**src/pcost_pkg.sv**
```systemverilog
// Package for the plane cost accumulator: shared types, constants and
// register codes. No dependencies.
package pcost_pkg;

    localparam int SCALES_DEF       = 4;
    localparam int WEIGHT_GAMMA_DEF = 14;

    localparam int CLR_W    = 18;   // truncated color cost, Q.8
    localparam int GRD_W    = 17;   // truncated gradient cost, Q.8
    localparam int SAD_W    = 10;   // Lab SAD, also weight table index
    localparam int PIX_W    = 27;   // blended pixel cost, Q.16
    localparam int WGT_W    = 16;
    localparam int ACC_W    = 48;
    localparam int QDEPTH   = 4;
    localparam int QPTR_W   = 2;
    localparam int ADDR_W   = 5;
    localparam int DATA_W   = 32;
    localparam int WROM_N   = 1024;

    typedef enum logic [2:0] {
        REG_BLEND_ALPHA  = 3'd0,
        REG_TAU_COLOR    = 3'd1,
        REG_TAU_GRADIENT = 3'd2,
        REG_SCALE_W0     = 3'd3,
        REG_SCALE_W1     = 3'd4,
        REG_SCALE_W2     = 3'd5,
        REG_SCALE_W3     = 3'd6,
        REG_NONE         = 3'd7
    } reg_idx_t;

    typedef struct packed {
        logic [8:0]            blend_alpha;
        logic [9:0]            tau_color;
        logic [8:0]            tau_gradient;
        logic [3:0][WGT_W-1:0] scale_weight;
    } pcost_cfg_t;

    typedef struct packed {
        logic [CLR_W-1:0] clr;
        logic [GRD_W-1:0] grd;
        logic [SAD_W-1:0] sad;
        logic [1:0]       scale_index;
        logic             last;
    } pcost_item_t;

endpackage

```
**src/pcost_queue.sv**
```systemverilog
// Short item queue between front and back end.
// Depends on pcost_pkg.
module pcost_queue
    import pcost_pkg::*;
(
    input  logic        clk,
    input  logic        rst_n,
    input  logic        push,
    input  pcost_item_t push_item,
    input  logic        pop,
    output pcost_item_t head_item,
    output logic        full,
    output logic        empty
);

    pcost_item_t       store_reg [QDEPTH];
    logic [QPTR_W-1:0] wr_ptr_reg, wr_ptr_next;
    logic [QPTR_W-1:0] rd_ptr_reg, rd_ptr_next;
    logic [QPTR_W:0]   count_reg, count_next;

    assign full      = (count_reg == (QPTR_W+1)'(QDEPTH));
    assign empty     = (count_reg == '0);
    assign head_item = store_reg[rd_ptr_reg];

    always_comb
    begin
        wr_ptr_next = push ? wr_ptr_reg + 1'b1 : wr_ptr_reg;
        rd_ptr_next = pop  ? rd_ptr_reg + 1'b1 : rd_ptr_reg;
        count_next  = count_reg + (QPTR_W+1)'(push) - (QPTR_W+1)'(pop);
    end

    always_ff @(posedge clk or negedge rst_n)
    begin
        if (!rst_n)
        begin
            wr_ptr_reg <= '0;
            rd_ptr_reg <= '0;
            count_reg  <= '0;
        end
        else
        begin
            wr_ptr_reg <= wr_ptr_next;
            rd_ptr_reg <= rd_ptr_next;
            count_reg  <= count_next;
        end
    end

    always_ff @(posedge clk)
    begin
        if (push)
        begin
            store_reg[wr_ptr_reg] <= push_item;
        end
    end

    assert property (@(posedge clk) disable iff (!rst_n) full |-> !push)
        else $error("queue written while full");
    assert property (@(posedge clk) disable iff (!rst_n) empty |-> !pop)
        else $error("queue read while empty");
    assert property (@(posedge clk) disable iff (!rst_n)
                     (push && !pop) |=> (count_reg == $past(count_reg) + 1'b1))
        else $error("queue count lost a push");

endmodule

```
**config.mk**
```make
export PLATFORM = sky130hd
export DESIGN_NAME = pcost_queue
export DESIGN_NICKNAME = d
export VERILOG_FILES = /design/src/pcost_pkg.sv /design/src/pcost_queue.sv
export SDC_FILE = /design/constraint.sdc
export NUM_CORES = 1
export LEC_CHECK = 0
export ABC_AREA = 1
export BUFFER_PORTS_ARGS = -buffer_cell sky130_fd_sc_hd__clkbuf_2
export CAP_MARGIN = 0
export CORE_MARGIN = 2
export CORE_UTILIZATION = 56
export DETAILED_ROUTE_END_ITERATION = 10
export PLACE_DENSITY = 0.85
export SETUP_SLACK_MARGIN = 0.4
export SYNTH_ARGS = -nofsm -noshare
export SYNTH_HDL_FRONTEND = slang
export SYNTH_SLANG_ARGS = --single-unit
```
**constraint.sdc**
```tcl
create_clock -name clk -period 2.5 [get_ports clk]
set_input_delay 0.25 -clock clk [delete_from_list [all_inputs] [get_ports clk]]
set_output_delay 0.25 -clock clk [all_outputs]
set_load 0.02 [all_outputs]
```
* Word-level counts from Yosys, hierarchy flattened *
Memory sizes are Yosys's and may differ from the RTL's.
Cells that the tools add are included.

storage, ports and cells
  output and inout bits = 50
  bits in writable memories = 192
  bits of input ports = 52
  bits in latches = 0
  memories kept = 1
  register bits after elaboration = 7
  memory bits (read-only) = 0
  logic and storage cells = 12

operators by class
  div/mod/pow operators = 0
  reduce and logical (&&, ||, !) cells = 1
  bitwise logic cells = 0
  shift operators = 0
  add/subtract/negate cells = 4
  $lt $le $gt $ge = 0
  equal/unequal tests = 1
  multiply operators = 0
  muxes and demuxes = 2

memories
  memory     depth  bits a word  read ports  clocked after Yosys merged registers in  write ports  line               text
  store_reg  4      48           1           0                                        1            pcost_queue.sv:16  pcost_item_t store_reg [QDEPTH];

operators with widths
  kind                                          count
  adder 2 x 1 -> 2 bit (second input constant)  2
  adder 3 x 1 -> 3 bit                          1
  == test 3 bit (second input constant)         1
  zero test 3 bit                               1
  subtractor 3 x 1 -> 3 bit                     1
  two-way mux 1 bit                             2

* Longest topological paths before layout *
  depth after elaboration = 2
  depth in mapped cells = 8
  depth with buffers taken out = 8

* Least setup slack after synthesis *
OpenSTA, ideal clock, no wires.

  path type = reg-to-reg
  start point = register wr_ptr_reg[0]
  end point = memory store_reg[0][0] in the netlist's numbering, enable pin
  cell stages (with the launch flop) = 5
  library setup time = 402 ps
  required time = 2,098 ps
  arrival time = 1,614 ps
  path slack = 484 ps
  cell sequence = dfrtp_1 > inv_1 > ha_1 > nand2_1 > inv_1

RTL lines
  element                 line               text
  from (decl)             pcost_queue.sv:17  logic [QPTR_W-1:0] wr_ptr_reg, wr_ptr_next;
  from (signal assigned)  pcost_queue.sv:42  wr_ptr_reg <= wr_ptr_next;
  to (decl)               pcost_queue.sv:16

No word-level cell before the write port.

==> out/metrics.csv <==
stage,metric,value,unit
cts,ctsHtreeMaxLevel,4,
final_layout,final_cell_area,9790,um^2
global_route,antenna_found_initial,1,
final_layout,areaGrowthSynthToFinish,15.6,%
route,drtAntennaViolNets,0,
synthesis,syn_nets,857,
worst_setup_path,crit_buf_inv,3,
synthesis,synth_top_area_cell,edfxtp_1,
floorplanning,initial_core_util,57.9,%
sta,hold_violations,0,
global_route,grt.total_usage,21.8,%
global_route,grt_pass1_vias,5501,
final_layout,final_common_cell,nand2_1,
pwr,leakagePower,4.65,nW
cts,cts_tree,done,
final_layout,largest_register_ffs,192,
outcome,status,completed,
worst_setup_path,crit_fanout,28,
sta,worst_pin_slew,0.460,ns
worst_setup_path,r2r-end,count_reg[2],
worst_setup_path,reg2reg_slack,0.92,ns
route,vias,5512,
floorplanning,ios,102,
floorplanning,dieHeight,127,um
cts,cts_buffer_depth,2,
floorplanning,rows,44,
floorplanning,dieArea,16100,um^2
placed_design,gp_congestion,0.743,
worst_setup_path,arrival,1.76,ns
synthesis,synth_top_area_share,68.0,%
final_layout,drive_above_1_share,15.9,%
pwr,powerDensity,1200,nW/um^2
worst_setup_path,reg2regPathDepth,8,
route,drt_first_iter_violations,534,
worst_setup_path,worst_setup_path_start_kind,flip-flop,
sta,setup_viol,0,
sta,fin_worst_skew,0.00435,ns
sta,max_freq,497,MHz
worst_setup_path,cp.depth,6,
route,wire_per_inst,15.2,um
worst_setup_path,crit_family,flip-flops,
worst_hold_path,min_path_type,primary input to flip-flop,
route,first_pass_iters,5,
route,routed_wl,16700,um
cts,worstSkewPairLatency,0.42,ns
global_route,grt_max_degree,49,
synthesis,syn_avg_cell_area,10.6,um^2
synthesis,synth-warning-count,0,
worst_setup_path,criticalPathCategory,flip-flop to output port,
worst_setup_path,crit_required,2.25,ns
floorplanning,core,14600,um^2
run,maxCapViolations,0,
worst_setup_path,slowest_delay,0.54,ns
worst_setup_path,crit_top_cell,nand2_1,
placed_design,dp_hpwl,9700,um
worst_hold_path,hp-start,push_item[46],
placed_design,place_area,9170,um^2
worst_setup_path,reg2reg_from,count_reg[0],
global_route,grt_overflow,0,
cts,cts_buffers,17,
worst_hold_path,worstHoldEndpoint,store_reg[3][46],
sta,fin_crit_sh,80.5,%
route,vias_per_cell,5.02,
cts,path_clk_slew,0.06,ns
global_route,grt_pass1_wl,26800,um
pwr,ir_worst_vdd,0.650,mV
placed_design,io_buffers,101,
route,drc,0,
cts,cts_sinks,199,
cts,root_buffer,clkbuf_16,
sta,timing.slew.headroom,69.3,%
synthesis,syn_area,8470,um^2
sta,finalSetupTns,0,ns
worst_setup_path,crit_path_end_kind,output port,
sta,period_minus_slack,2.01,ns
worst_setup_path,crit_slowest_cell,dfrtp_4,
final_layout,nets,961,
synthesis,synth_area_leaders,"edfxtp_1 (68%), nand2_1 (11%), inv_1 (9.0%)",
final_layout,most-common-layout-cells,"nand2_1 (251), inv_1 (200), edfxtp_1 (192), clkbuf_2 (101), nand3_1 (97)",
worst_setup_path,path_cells,inv_4 -> buf_12 -> nand2_1 -> nand3_1 -> nand2_1 -> clkbuf_2,
synthesis,synth_cell_types,16,
sta,slew_violations,0,
synthesis,synth_seq_cells,199,
floorplanning,die_x,127,um
synthesis,ys_seq_area_share,70.1,%
synthesis,syn-instance-count,798,
worst_hold_path,holdPathStages,1,
sta,rsz0062_at_grt,yes,
-- area by class of cell --
| cell class | count | area [um^2] |
|---|---|---|
| antenna | 1 | 2.50 |
| fill | 1045 | 4850 |
| clock buffer | 23 | 448 |
| multi-input combinational | 361 | 1560 |
| sequential | 199 | 5950 |
| timing repair buffer | 117 | 726 |
| clock inverter | 6 | 103 |
| tap | 184 | 230 |
| inverter | 206 | 777 |
-- synth_stat cells (all sizes together) --
cell,n
o21ai,1
inv,206
ha,6
xor2,3
nor3,1
dfrtp,7
buf,25
edfxtp,192
nand2,251
fa,1
nor2,1
nand3,97
clkbuf,7
-- worst register-to-register path: stages (launching register included) --
cell and delay [ns]:
dfrtp_1 0.36, inv_1 0.05, ha_1 0.27, inv_1 0.04
ha_1 0.19, fa_1 0.41, inv_1 0.07, nand3_1 0.07
nand2_1 0.07
-- how the worst max path moves through the flow --
stage | start | end
after CTS | rd_ptr_reg[1] | head_item[28]
final | rd_ptr_reg[0] | head_item[17]
after global placement | rd_ptr_reg[0] | head_item[47]
after detailed placement | rd_ptr_reg[0] | head_item[4]
after floorplan | wr_ptr_reg[0] | store_reg[0][0]
after global routing | rd_ptr_reg[0] | head_item[44]
-- stage by stage --
step | hold slack, ns | worst slack [ns] | total power [mW] | util [%] | cells
floorplan | -0.0456 | 0.484 | 7.69 | - | 798
global placement | 0.110 | 0.802 | 8.97 | 62.6 | 1063
detailed placement | 0.110 | 0.769 | 9.09 | 62.6 | 1063
CTS | 0.0197 | 0.409 | 11.8 | 66.8 | 1096
global route | 0.0233 | 0.391 | 12.4 | 66.9 | 1096
finish | 0.0369 | 0.487 | 11.8 | 66.9 | 1097
-- per-layer routing --
metal	share of wire, %	up-vias	GRT usage, %	routed length (um)
li1	-	2681	-	-
met1	41	2638	26.3	6790
met2	52	172	38.2	8650
met3	6.1	21	5.99	1020
met4	1.5	0	7.56	253
met5	0	-	0	0
-- where the power goes --
part	internal, mW	switching [mW]
clock network	1.55	1.07
logic	1.40	3.19
registers	4.38	0.186
total	7.32	4.45
-- logic make-up after synthesis --
| logic type | Yosys count | share of synthesized area [%] |
|---|---|---|
| AND/OR/NAND/NOR | 350 | 16.9 |
| adder cells (fa/ha/maj) | 7 | 1.12 |
| AO/OA/AOI/OAI | 1 | 0.0590 |
| flip-flops | 199 | 70.1 |
| XOR/XNOR | 3 | 0.310 |
| buffers and inverters | 238 | 11.5 |
-- timing repair --
action,in CTS,in global routing
hold buffers,1,0
setup buffers,2,0
gates cloned,1,0
resized for setup,3,4
endpoints found under the setup margin,31,31
hold endpoints to repair,7,0
Power figures use the tool's default switching activity.
