<file path="src/pcost_pkg.sv">
// Package for the plane cost accumulator: shared types, constants and
// register codes. No dependencies.
package pcost_pkg;

    localparam int SCALES_DEF       = 4;
    localparam int WEIGHT_GAMMA_DEF = 14;

    localparam int CLR_W    = 18;   // truncated color cost, Q.8
    localparam int GRD_W    = 17;   // truncated gradient cost, Q.8
    localparam int SAD_W    = 10;   // Lab SAD, also weight table index
    localparam int PIX_W    = 27;   // blended pixel cost, Q.16
    localparam int WGT_W    = 16;
    localparam int ACC_W    = 48;
    localparam int QDEPTH   = 4;
    localparam int QPTR_W   = 2;
    localparam int ADDR_W   = 5;
    localparam int DATA_W   = 32;
    localparam int WROM_N   = 1024;

    typedef enum logic [2:0] {
        REG_BLEND_ALPHA  = 3'd0,
        REG_TAU_COLOR    = 3'd1,
        REG_TAU_GRADIENT = 3'd2,
        REG_SCALE_W0     = 3'd3,
        REG_SCALE_W1     = 3'd4,
        REG_SCALE_W2     = 3'd5,
        REG_SCALE_W3     = 3'd6,
        REG_NONE         = 3'd7
    } reg_idx_t;

    typedef struct packed {
        logic [8:0]            blend_alpha;
        logic [9:0]            tau_color;
        logic [8:0]            tau_gradient;
        logic [3:0][WGT_W-1:0] scale_weight;
    } pcost_cfg_t;

    typedef struct packed {
        logic [CLR_W-1:0] clr;
        logic [GRD_W-1:0] grd;
        logic [SAD_W-1:0] sad;
        logic [1:0]       scale_index;
        logic             last;
    } pcost_item_t;

endpackage

</file>
<file path="src/pcost_if.sv">
// Channel interfaces of the plane cost accumulator: input beat and result beat.
// Depends on pcost_pkg.
interface pcost_in_if
    import pcost_pkg::*;
();
    logic              valid;
    logic              ready;
    logic [23:0]       center_lab;
    logic [23:0]       support_lab;
    logic [23:0]       ref_color;
    logic [23:0]       floor_color;
    logic [23:0]       ceil_color;
    logic signed [8:0] ref_gradient;
    logic signed [8:0] floor_gradient;
    logic signed [8:0] ceil_gradient;
    logic [8:0]        floor_fraction;
    logic              out_of_range;
    logic [1:0]        scale_index;
    logic              last;

    modport source (output valid, center_lab, support_lab, ref_color, floor_color,
                    ceil_color, ref_gradient, floor_gradient, ceil_gradient,
                    floor_fraction, out_of_range, scale_index, last, input ready);
    modport sink (input valid, center_lab, support_lab, ref_color, floor_color,
                  ceil_color, ref_gradient, floor_gradient, ceil_gradient,
                  floor_fraction, out_of_range, scale_index, last, output ready);
endinterface


</file>
<file path="src/pcost_front.sv">
// Front end: accept an input beat, compute Lab SAD and truncated color and
// gradient costs, push the classified item to the queue. Depends on pcost_pkg.
module pcost_front
    import pcost_pkg::*;
(
    pcost_in_if.sink    in_ch,
    input  pcost_cfg_t  cfg,
    input  logic        q_full,
    output logic        q_push,
    output pcost_item_t q_item
);

    function automatic logic [7:0] absdiff8(input logic [7:0] a, input logic [7:0] b);
        return (a > b) ? (a - b) : (b - a);
    endfunction

    // |256*q - f*a - (256-f)*b| for one color channel
    function automatic logic [16:0] chan_cost(input logic [7:0] q, input logic [7:0] a,
                                              input logic [7:0] b, input logic [8:0] f);
        logic [16:0]       pa;
        logic [16:0]       pb;
        logic signed [18:0] d;
        pa = 17'(f * a);
        pb = 17'((9'd256 - f) * b);
        d  = $signed({3'b0, q, 8'b0}) - $signed({2'b0, pa}) - $signed({2'b0, pb});
        return d[18] ? 17'(-d) : 17'(d);
    endfunction

    logic [8:0]         frac;
    logic [SAD_W-1:0]   sad;
    logic [CLR_W-1:0]   clr_raw;
    logic [CLR_W-1:0]   tc;
    logic [GRD_W-1:0]   tg;
    logic signed [19:0] gr20;
    logic signed [19:0] gf20;
    logic signed [19:0] gc20;
    logic signed [19:0] f20;
    logic signed [19:0] gd;
    logic [GRD_W-1:0]   grd_raw;

    always_comb
    begin
        frac = (in_ch.floor_fraction > 9'd256) ? 9'd256 : in_ch.floor_fraction;
        sad  = SAD_W'(absdiff8(in_ch.center_lab[7:0],   in_ch.support_lab[7:0]))
             + SAD_W'(absdiff8(in_ch.center_lab[15:8],  in_ch.support_lab[15:8]))
             + SAD_W'(absdiff8(in_ch.center_lab[23:16], in_ch.support_lab[23:16]));
        clr_raw = CLR_W'(chan_cost(in_ch.ref_color[7:0], in_ch.floor_color[7:0],
                                   in_ch.ceil_color[7:0], frac))
                + CLR_W'(chan_cost(in_ch.ref_color[15:8], in_ch.floor_color[15:8],
                                   in_ch.ceil_color[15:8], frac))
                + CLR_W'(chan_cost(in_ch.ref_color[23:16], in_ch.floor_color[23:16],
                                   in_ch.ceil_color[23:16], frac));
        gr20 = in_ch.ref_gradient;
        gf20 = in_ch.floor_gradient;
        gc20 = in_ch.ceil_gradient;
        f20  = $signed({11'b0, frac});
        gd   = (gr20 <<< 8) - f20 * gf20 - ($signed(20'd256) - f20) * gc20;
        grd_raw = gd[19] ? GRD_W'(-gd) : GRD_W'(gd);
        tc = {cfg.tau_color, 8'b0};
        tg = {cfg.tau_gradient, 8'b0};

        q_item.sad         = sad;
        q_item.scale_index = in_ch.scale_index;
        q_item.last        = in_ch.last;
        // out of range takes both costs at their limits
        if (in_ch.out_of_range)
        begin
            q_item.clr = tc;
            q_item.grd = tg;
        end
        else
        begin
            q_item.clr = (clr_raw > tc) ? tc : clr_raw;
            q_item.grd = (grd_raw > tg) ? tg : grd_raw;
        end
    end

    assign in_ch.ready = !q_full;
    assign q_push      = in_ch.valid && !q_full;

endmodule

</file>
<file path="src/flat_wrapper.sv">
// flat-port wrapper written by rule: the top's interface ports become plain ports
module pcost_front_flat import pcost_pkg::*;
  (cfg, q_full, q_push, q_item, in_ch_valid, in_ch_center_lab, in_ch_support_lab, in_ch_ref_color, in_ch_floor_color, in_ch_ceil_color, in_ch_ref_gradient, in_ch_floor_gradient, in_ch_ceil_gradient, in_ch_floor_fraction, in_ch_out_of_range, in_ch_scale_index, in_ch_last, in_ch_ready);
  pcost_in_if in_ch_i ();
  input  pcost_cfg_t cfg;
  input  logic q_full;
  output logic q_push;
  output pcost_item_t q_item;
  input wire logic [$bits(in_ch_i.valid)-1:0] in_ch_valid;
  input wire logic [$bits(in_ch_i.center_lab)-1:0] in_ch_center_lab;
  input wire logic [$bits(in_ch_i.support_lab)-1:0] in_ch_support_lab;
  input wire logic [$bits(in_ch_i.ref_color)-1:0] in_ch_ref_color;
  input wire logic [$bits(in_ch_i.floor_color)-1:0] in_ch_floor_color;
  input wire logic [$bits(in_ch_i.ceil_color)-1:0] in_ch_ceil_color;
  input wire logic [$bits(in_ch_i.ref_gradient)-1:0] in_ch_ref_gradient;
  input wire logic [$bits(in_ch_i.floor_gradient)-1:0] in_ch_floor_gradient;
  input wire logic [$bits(in_ch_i.ceil_gradient)-1:0] in_ch_ceil_gradient;
  input wire logic [$bits(in_ch_i.floor_fraction)-1:0] in_ch_floor_fraction;
  input wire logic [$bits(in_ch_i.out_of_range)-1:0] in_ch_out_of_range;
  input wire logic [$bits(in_ch_i.scale_index)-1:0] in_ch_scale_index;
  input wire logic [$bits(in_ch_i.last)-1:0] in_ch_last;
  output wire logic [$bits(in_ch_i.ready)-1:0] in_ch_ready;
  assign in_ch_i.valid = in_ch_valid;
  assign in_ch_i.center_lab = in_ch_center_lab;
  assign in_ch_i.support_lab = in_ch_support_lab;
  assign in_ch_i.ref_color = in_ch_ref_color;
  assign in_ch_i.floor_color = in_ch_floor_color;
  assign in_ch_i.ceil_color = in_ch_ceil_color;
  assign in_ch_i.ref_gradient = in_ch_ref_gradient;
  assign in_ch_i.floor_gradient = in_ch_floor_gradient;
  assign in_ch_i.ceil_gradient = in_ch_ceil_gradient;
  assign in_ch_i.floor_fraction = in_ch_floor_fraction;
  assign in_ch_i.out_of_range = in_ch_out_of_range;
  assign in_ch_i.scale_index = in_ch_scale_index;
  assign in_ch_i.last = in_ch_last;
  assign in_ch_ready = in_ch_i.ready;
  pcost_front u_core (.in_ch(in_ch_i), .cfg(cfg), .q_full(q_full), .q_push(q_push), .q_item(q_item));
endmodule
</file>
<file path="config.mk">
export PLATFORM = sky130hd
export DESIGN_NAME = pcost_front_flat
export DESIGN_NICKNAME = d
export VERILOG_FILES = /design/src/pcost_pkg.sv /design/src/pcost_if.sv /design/src/pcost_front.sv /design/src/flat_wrapper.sv
export SDC_FILE = /design/constraint.sdc
export NUM_CORES = 2
export LEC_CHECK = 0
export BUFFER_PORTS_ARGS = -buffer_cell sky130_fd_sc_hd__buf_2
export CAP_MARGIN = 20
export CORE_UTILIZATION = 55
export DETAILED_ROUTE_END_ITERATION = 10
export GPL_TIMING_DRIVEN = 0
export PLACE_DENSITY = 0.85
export SKIP_LAST_GASP = 1
export SYNTH_ARGS = -nofsm -noshare
export SYNTH_HDL_FRONTEND = slang
export SYNTH_SLANG_ARGS = --single-unit
</file>
<file path="constraint.sdc">
create_clock -name vclk -period 26.1
set_input_delay 0 -clock vclk [all_inputs]
set_output_delay 0 -clock vclk [all_outputs]
set_load 0.1 [all_outputs]
</file>
Word level (Yosys, flattened, before mapping):

Cells that the tools add are included.

* add/subtract/negate cells: 24
* multiply operators: 8
* reduce and logical (&&, ||, !) cells: 2
* magnitude comparators: 6
* muxes and demuxes: 11

Operator list (count)
* 2-to-1 mux 17 bit: 5
* negator 17 bit: 4
* subtractor 18 x 18 -> 19 bit: 3
* subtractor 16 x 17 -> 18 bit: 3
* multiplier 17 x 8 -> 17 bit: 3
* multiplier 9 x 8 -> 17 bit: 3
* subtractor 8 bit: 6
* multiplier 10 x 9 -> 19 bit: 2
* 2-to-1 mux 35 bit: 1
* greater-than comparator 8 bit: 3
* 2-to-1 mux 8 bit: 3
* subtractor 17 x 19 -> 20 bit: 1
* subtractor 20 bit: 1
* subtractor 9 x 9 -> 10 bit (first input constant): 2
* adder 17 x 17 -> 18 bit: 1
* adder 18 x 17 -> 18 bit: 1
* greater-than comparator 18 bit: 1
* 2-to-1 mux 18 bit: 1
* greater-than comparator 17 bit: 1
* adder 10 x 8 -> 10 bit: 1
* adder 8 x 8 -> 9 bit: 1
* greater-than comparator 9 bit (second input constant): 1
* 2-to-1 mux 9 bit: 1
* logical AND 1 bit: 1
* zero test 1 bit: 1

* word-level logic and storage cells: 51
* input bits: 254
* flip-flop bits (word level): 0
* output and inout port bits: 50

Logic depth before layout (Yosys ltp):

* depth after elaboration: 12
* gate-level depth with buffers: 61
* gate-level depth less buffers: 55

Worst setup path before layout:

No wires, ideal clock.

* path type: input to output
* start point: in in_ch_floor_fraction[8]
* end point: out q_item[21] (netlist name)
* data required time: 26.100 ns
* buffers on the path: 6
* arrival: 13.179 ns
* cell stages on the path: 53
* path slack: 12.921 ns
* cells stage by stage: clkbuf_1 > nor2b_1 > clkbuf_1 > nor3_1 > nand3_1 > nor3_1 > o32a_1 > clkbuf_1 > nand2_1 > fa_1 > inv_1 > fa_1 > fa_1 > fa_1 > fa_1 > ha_1 > o21ai_0 > a21boi_0 > [... 17 more ...] > or3_1 > o2111a_1 > a211oi_2 > buf_6 > buf_2 > a21oi_1 > xor2_1 > ha_1 > o21a_1 > o21a_1 > o21a_1 > o21a_1 > o21a_1 > o21a_1 > o21ai_0 > a22oi_4 > buf_6 > mux2i_1

RTL lines
* from (decl): RTL line flat_wrapper.sv:18 `input wire logic [$bits(in_ch_i.floor_fraction)-1:0] in_ch_floor_fraction;`
* to (decl): RTL line flat_wrapper.sv:8 `output pcost_item_t q_item;`

==> impl_metrics.tcl <==
set metrics [dict create \
    drtIter0Drc 1409 \
    dp_hpwl_mm 69.4 \
    die_h_microns 240 \
    fp.coreArea_sq_um 55400 \
    syn_to_final_growth_pct 7.31 \
    ctsResizeCount 0 \
    crit_arrival_ps 14650 \
    grt_first_pass_wirelength_mm 131 \
    hold_buffers 0 \
    min_from "in_ch_scale_index[1]" \
    cp_max_fo 10 \
    grt_overflow 0 \
    crit_top_cell "fa_1" \
    fin_setup_tns_ps 0 \
    drv_slew 0 \
    multiInputGateArea_sq_um 27700 \
    synth_cell_types 80 \
    start_kind "primary input" \
    final_hold_viol_count 0 \
    dieArea_sq_um 57400 \
    outcome "finished, final reports clean" \
    drc 0 \
    critPathRequiredTime_ps 26100 \
    drt-total-wl_mm 79.5 \
    grt.total_usage_pct 28.5 \
    relSlewSlack_pct 21.4 \
    fin_hold_ws_ps 384 \
    ys_seq_area_share_pct 0 \
    whs_path_depth 2 \
    antenna_left 0 \
    syn_inst 3754 \
    port_buffers 205 \
    initial_core_util_pct 56.0 \
    nFillCells 4718 \
    rsz0062_at_grt "no" \
    syn_area_sq_um 31100 \
    fin_nets 5273 \
    max_cap_violations 0 \
    first_pass_iters 6 \
    finalSetupViolCount 0 \
    fmaxAchievable_mhz 68.2 \
    worstHoldPathType "primary input to output port" \
    regArea_sq_um 0 \
    viasPerCell 5.38 \
    die_w_microns 240 \
    gp_congestion 0.960 \
    ios 304 \
    hold_end "q_item[2]" \
    grt_max_degree 11 \
    worstSetupPathType "primary input to output port" \
    synth_area_per_cell_sq_um 8.27 \
    endpoint_kind "output port" \
    antenna_found_initial 13 \
    seq_cell_count 0 \
    post_cts_buffers 0 \
    drive_above_1_share_pct 6.74 \
    rows 86 \
    period_share_pct 56.1 \
    clock_buffer_count 0 \
    worstMarginPinSlew_ps 1180 \
    vias 25800 \
    avgRoutedWirePerCell_microns 16.6 \
    final_core_util_pct 60.1 \
    crit_slowest_cell "clkbuf_1" \
    grt_pass1_vias 26800 \
    critPathMaxStageDelay_ps 630 \
    period_needed_ps 14650 \
    yosys_warnings 0 \
]
synth_stat cells (all sizes together), types with 9 or more instances:
library cell	count	area share, %
a211o	13	0.37
a211oi	13	0.33
a21boi	9	0.22
a21o	47	1.1
a21oi	141	2.3
a31oi	21	0.42
and2	359	7.2
and3	15	0.30
buf	24	0.38
clkbuf	76	0.92
fa	523	34
ha	459	18
inv	850	10
mux2	27	1.0
mux2i	14	0.45
nand2	319	3.9
nand2b	20	0.40
nand3	36	0.58
nand3b	9	0.22
nand4	11	0.24
nor2	141	1.7
nor2b	31	0.62
nor3	59	0.95
nor4	10	0.22
o211ai	10	0.26
o21a	39	0.94
o21ai	70	1.1
o21bai	33	0.80
o31ai	9	0.23
or2	10	0.20
or3	15	0.30
xnor2	175	4.9
xor2	84	2.4
area by class of cell:
class / count / area share, %
multi-input cells: 2878 / 83.2
inverters: 851 / 9.58
diodes: 6 / 0.0451
plain buffers: 100 / 1.21
repair buffers: 206 / 3.11
well taps: 748 / 2.81
through the flow:
stage / cell area [sq um] / instances / setup WS (ps)
floorplan: 31300 / 3829 / 12920
global placement: 33300 / 4782 / 11820
detailed placement: 33300 / 4783 / 11700
CTS: 33300 / 4783 / 11690
global route: 33300 / 4785 / 10720
finish: 33300 / 4789 / 11450
routing by layer:
metal	share of wire [%]	track usage, %
met5	0.070	0
met2	48	50.3
met3	7.1	3.83
met1	40	35.0
met4	4.6	11.2
how the worst max path moves through the flow:
stage,cells past startpoint,endpoint,start
after global placement,54,q_item[28],in_ch_floor_fraction[8]
final,54,q_item[29],in_ch_floor_fraction[8]
after CTS,54,q_item[29],in_ch_floor_fraction[8]
after global routing,57,q_item[28],in_ch_floor_fraction[8]
after floorplan,53,q_item[21],in_ch_floor_fraction[8]
after detailed placement,54,q_item[29],in_ch_floor_fraction[8]
placed cells by master (no fill, tap or decap), types with 15 or more instances in the layout:
master      n
conb_1     77
xor2_1     84
inv_1     849
and3_1     15
nor2_1    141
nand2_1   319
fa_1      523
a21oi_1   141
nand2b_1   20
and2_1    359
xnor2_1   175
a31oi_1    21
o21a_1     39
ha_1      459
buf_2     207
a21o_1     47
o21bai_1   33
nor2b_1    31
or3_1      15
nor3_1     59
o21ai_0    68
clkbuf_1   76
buf_1      17
mux2_2     25
nand3_1    36
critical path: cells and delay by family:
kind	cells	cell delay, ps
multiplexers	1	190
adder cells (fa/ha/maj)	14	6130
AO/OA/AOI/OAI	19	3660
AND/OR/NAND/NOR	5	800
XOR/XNOR	2	880
buffers and inverters	13	2980
cells by family after synthesis:
group           Yosys count  synth area share [%]
xor+xnor                260                  7.38
mux                      41                  1.45
simple gates           1059                  17.5
compound gates          459                  9.88
other cells               2                0.0242
buf+inv                 951                  11.6
fa+ha+maj               982                  52.2
